## src/rtl/sils_pkg.sv

```systemverilog
// Shared types and constants of the sorted id list seek block.
package sils_pkg;

   localparam int ID_W  = 32;
   localparam int IDX_W = 12;
   localparam int POS_W = 13;
   localparam int CSR_DATA_W = 32;
   localparam int CSR_ADDR_W = 1;

   localparam logic REQ_LOAD = 1'b0;
   localparam logic REQ_SEEK = 1'b1;

   localparam logic [CSR_ADDR_W-1:0] CSR_LIST_LENGTH = 1'b0;

   typedef struct packed {
      logic             req_type;
      logic [IDX_W-1:0] entry_index;
      logic [ID_W-1:0]  value;
   } req_payload_type;

   typedef struct packed {
      logic [POS_W-1:0] position;
      logic             found;
   } rsp_payload_type;

   typedef struct packed {
      logic             hit;
      logic             last;
      logic [POS_W-1:0] position;
   } lane_result_type;

endpackage

```

## src/rtl/sils_lanes.sv

```systemverilog
// Compare lanes: tests one row of ids against the target and picks the first qualifying one.
module sils_lanes #(
   parameter int LANES = 8
) (
   input  logic [LANES*sils_pkg::ID_W-1:0] row_data,
   input  logic [sils_pkg::POS_W:0]        base,
   input  logic [sils_pkg::POS_W-1:0]      start,
   input  logic [sils_pkg::POS_W-1:0]      length,
   input  logic [sils_pkg::ID_W-1:0]       target,
   output sils_pkg::lane_result_type       result
);

   localparam int PW = sils_pkg::POS_W + 1;

   always_comb begin
      logic [PW-1:0] lane_pos;
      result.hit      = 1'b0;
      result.position = '0;
      result.last     = ((base + PW'(LANES)) >= {1'b0, length});
      for (int l = LANES - 1; l >= 0; l--) begin
         lane_pos = base + PW'(l);
         if ((lane_pos >= {1'b0, start}) && (lane_pos < {1'b0, length})
               && (row_data[l*sils_pkg::ID_W +: sils_pkg::ID_W] >= target)) begin
            result.hit      = 1'b1;
            result.position = lane_pos[sils_pkg::POS_W-1:0];
         end
      end
   end

endmodule

```

## config.mk

```make
export PLATFORM = sky130hd
export DESIGN_NAME = sils_lanes
export DESIGN_NICKNAME = d
export VERILOG_FILES = /design/src/rtl/sils_pkg.sv /design/src/rtl/sils_lanes.sv
export SDC_FILE = /design/constraint.sdc
export NUM_CORES = 1
export LEC_CHECK = 0
export BUFFER_PORTS_ARGS = -buffer_cell sky130_fd_sc_hd__buf_4
export CELL_PAD_IN_SITES_DETAIL_PLACEMENT = 2
export CELL_PAD_IN_SITES_GLOBAL_PLACEMENT = 2
export CORE_MARGIN = 2
export CORE_UTILIZATION = 32
export DETAILED_ROUTE_END_ITERATION = 12
export GPL_TIMING_DRIVEN = 0
export PLACE_DENSITY_LB_ADDON = 0.05
export SLEW_MARGIN = 40
export SYNTH_ARGS = -nofsm -noshare
export SYNTH_HDL_FRONTEND = slang
export SYNTH_SLANG_ARGS = --single-unit
```

## constraint.sdc

```tcl
create_clock -name vclk -period 7.7
set_input_delay 1.54 -clock vclk [all_inputs]
set_output_delay 1.54 -clock vclk [all_outputs]
set_load 0.01 [all_outputs]
```

==> flow_summary.json <==
{
  "die_y_um": 200.5,
  "holdBufCountCts": 0,
  "first_global_vias": 15398,
  "io_buffer_count": 343,
  "nFlopsAndLatches": 0,
  "final_antenna_net_count": 0,
  "nets": 2697,
  "worstPathMaxFanout": 10,
  "total_power_w": 0.001026,
  "hold_viol": 0,
  "setup_ws_ps": 66.37,
  "outcome": "completed",
  "drt_iter0_drc": 589,
  "drt_first_pass_iters": 5,
  "gr-total-overflow": 0,
  "dp_hpwl_mm": 54.29,
  "powerDensity_nw_per_um2": 64.67,
  "crit_start": "base[3]",
  "wl_per_cell_um": 26.01,
  "drv_cap": 0,
  "syn_avg_cell_area_um2": 7.928,
  "power_leakage_nw": 7.994,
  "drive_above_1_share_pct": 22.54,
  "layout.cells.non_filler": 2417,
  "synthCells": 1558,
  "synthTopCellsByArea": "ha_1 47%, a21oi_1 5.9%, xnor2_1 4.0%",
  "rsz0062_at_grt": "true",
  "gp_congestion": 0.9370,
  "num-fill-cells": 4484,
  "relSlewSlack_pct": 42.13,
  "finalMaxSlewViolations": 0,
  "min_period_over_period_pct": 99.14,
  "cp-endpoint": "result[3]",
  "dieArea_um2": 40190,
  "dp_cells": 2412,
  "grtUsageTotal_pct": 30.26,
  "rows": 71,
  "route.detailed.drc": 0,
  "synth_fp_nets": 2350,
  "die_w_um": 200.5,
  "crit_path_end_kind": "output port",
  "via_per_inst": 5.872,
  "antenna_found_initial": 8,
  "fin_crit_ps": 7634,
  "post-place-ws_ps": -848.8,
  "synth.top_cell.area_share_pct": 47.00,
  "synth_top_cell_by_area": "ha_1",
  "yosysSeqAreaShare_pct": 0,
  "grt_pass1_wl_mm": 94.27,
  "multi_input_area_um2": 12090,
  "regArea_um2": 0,
  "synthDistinctLibCells": 80,
  "cp_data_arrival_time_ps": 6090,
  "cp-start-kind": "primary input",
  "grt_start_max_net_pins": 11,
  "tightest_slew_ps": 856.8,
  "vias": 14193,
  "netlist_area_um2": 12350,
  "post-route-util_pct": 41.92,
  "fmax_mhz": 131.0,
  "hold_path.class": "in2out",
  "finalWirelength_mm": 62.87,
  "start_util_pct": 32.64,
  "setup_viol": 0,
  "io_pins": 343,
  "yosysWarnings": 0,
  "crit_required_ps": 6160,
  "core_um2": 37840,
  "clkbuf_count": 0,
  "syn_to_final_growth_pct": 28.44,
  "max-vdd-ir-drop_mv": 0.03758,
  "critPathKind": "in2out"
}
cells by family (layout without fill, tap and decap cells):
group / after synthesis / count (layout) / synth area share (%)
AO/OA/AOI/OAI: 489 / 489 / 26.34
adder cells (fa/ha/maj): 464 / 464 / 47.00
AND/OR/NAND/NOR: 392 / 392 / 16.14
buffers and inverters: 122 / 467 / 4.021
XOR/XNOR: 86 / 86 / 6.098
multiplexers: 5 / 5 / 0.4052
other: 0 / 3 / 0
area by class of cell:
class | instances | area share, %
plain buffers | 31 | 1.104
repair buffers | 349 | 16.51
multi-input cells | 1436 | 76.20
well taps | 511 | 4.030
inverters | 87 | 2.106
diodes | 3 | 0.04732
power breakdown:
part | internal [W] | switching, W | leakage [nW] | total (W)
Sequential | 0 | 0 | 0 | 0
Clock | 0.0000000000525 | 0 | 0.0000190 | 0.0000000000525
Combinational | 0.000445 | 0.000581 | 7.99 | 0.00103
Total | 0.000445 | 0.000581 | 7.99 | 0.00103
metrics by stage:
| stage | hold slack (ps) | TNS, ps | cell area, µm² |
|---|---|---|---|
| 3_3_place_gp | 3824 | -7173 | 15570 |
| 5_1_grt | 3863 | -56.83 | 15860 |
| 2_1_floorplan | 3432 | 0 | 12350 |
| 6_report | 3820 | 0 | 15870 |
| 3_5_place_dp | 3832 | -8782 | 15580 |
| 4_1_cts | 3807 | -11.87 | 15690 |
worst max-delay path, cell delays in order:
cell and delay [ps]:
buf_4 150, clkbuf_1 600, inv_1 280, ha_1 380, nor2_1 70, o41ai_1 600
nand4_1 200, a311o_1 350, a21oi_1 640, clkbuf_1 630, nor2_1 190, a31oi_1 280
buf_4 160
worst min-delay path by stage:
stage / from / end / slack (ps) / depth (start not counted)
after global placement: base[10] / result[10] / 3820 / 6
after detailed placement: base[10] / result[10] / 3830 / 6
final: base[1] / result[1] / 3820 / 5
after global routing: base[1] / result[1] / 3860 / 5
after floorplan: base[3] / result[3] / 3430 / 4
after CTS: base[1] / result[1] / 3810 / 5
timing repair:
item | CTS | global route
resized for setup | 26 | 35
setup endpoints to repair | 14 | 14
setup buffers | 3 | 3
pin swaps | 1 | 2
cell usage in the layout, fill, tap and decap left out, types with 6 or more instances in the layout:
cell type,netlist,routed
ha_1,464,461
buf_4,2,351
a21oi_1,146,142
nand2_1,128,127
o21ai_0,97,96
inv_1,85,83
nor2_1,80,77
xnor2_1,56,49
a21o_1,43,42
nand4_1,35,35
nand3_1,30,29
a211oi_1,27,27
xor2_1,30,25
nor2b_1,22,22
o211ai_1,22,22
nor3_1,20,18
nand2b_1,17,17
a221o_1,17,17
nor4_1,12,12
and4_1,12,12
a31oi_1,11,11
o221ai_1,11,11
o21a_1,10,10
a2111oi_0,13,10
a211o_1,9,9
o2111ai_1,9,9
buf_2,7,8
xnor2_2,0,7
and3_1,8,7
o31ai_1,7,7
o211a_1,7,7
clkbuf_2,0,6
clkbuf_1,18,6
per-layer routing:
layer	GRT usage, %	up-vias	routed length [µm]
met3	3.929	95	3174
met1	37.61	6990	27080
met4	9.259	6	2221
met2	54.09	391	30350
li1	-	6711	-
met5	0	-	40
cells in the mapped netlist (all sizes together), types with 12 or more instances:
master,n
a211oi,27
a21o,43
nand2,129
a221o,17
o21ai,101
xnor2,56
nand2b,17
ha,464
clkbuf,18
buf,17
nand4,36
a21oi,146
nor4,15
nand3,31
o211ai,22
nor2b,22
nor3,22
and4,12
a2111oi,17
xor2,30
inv,87
nor2,82
No activity file was read; power rests on OpenSTA's default activity.
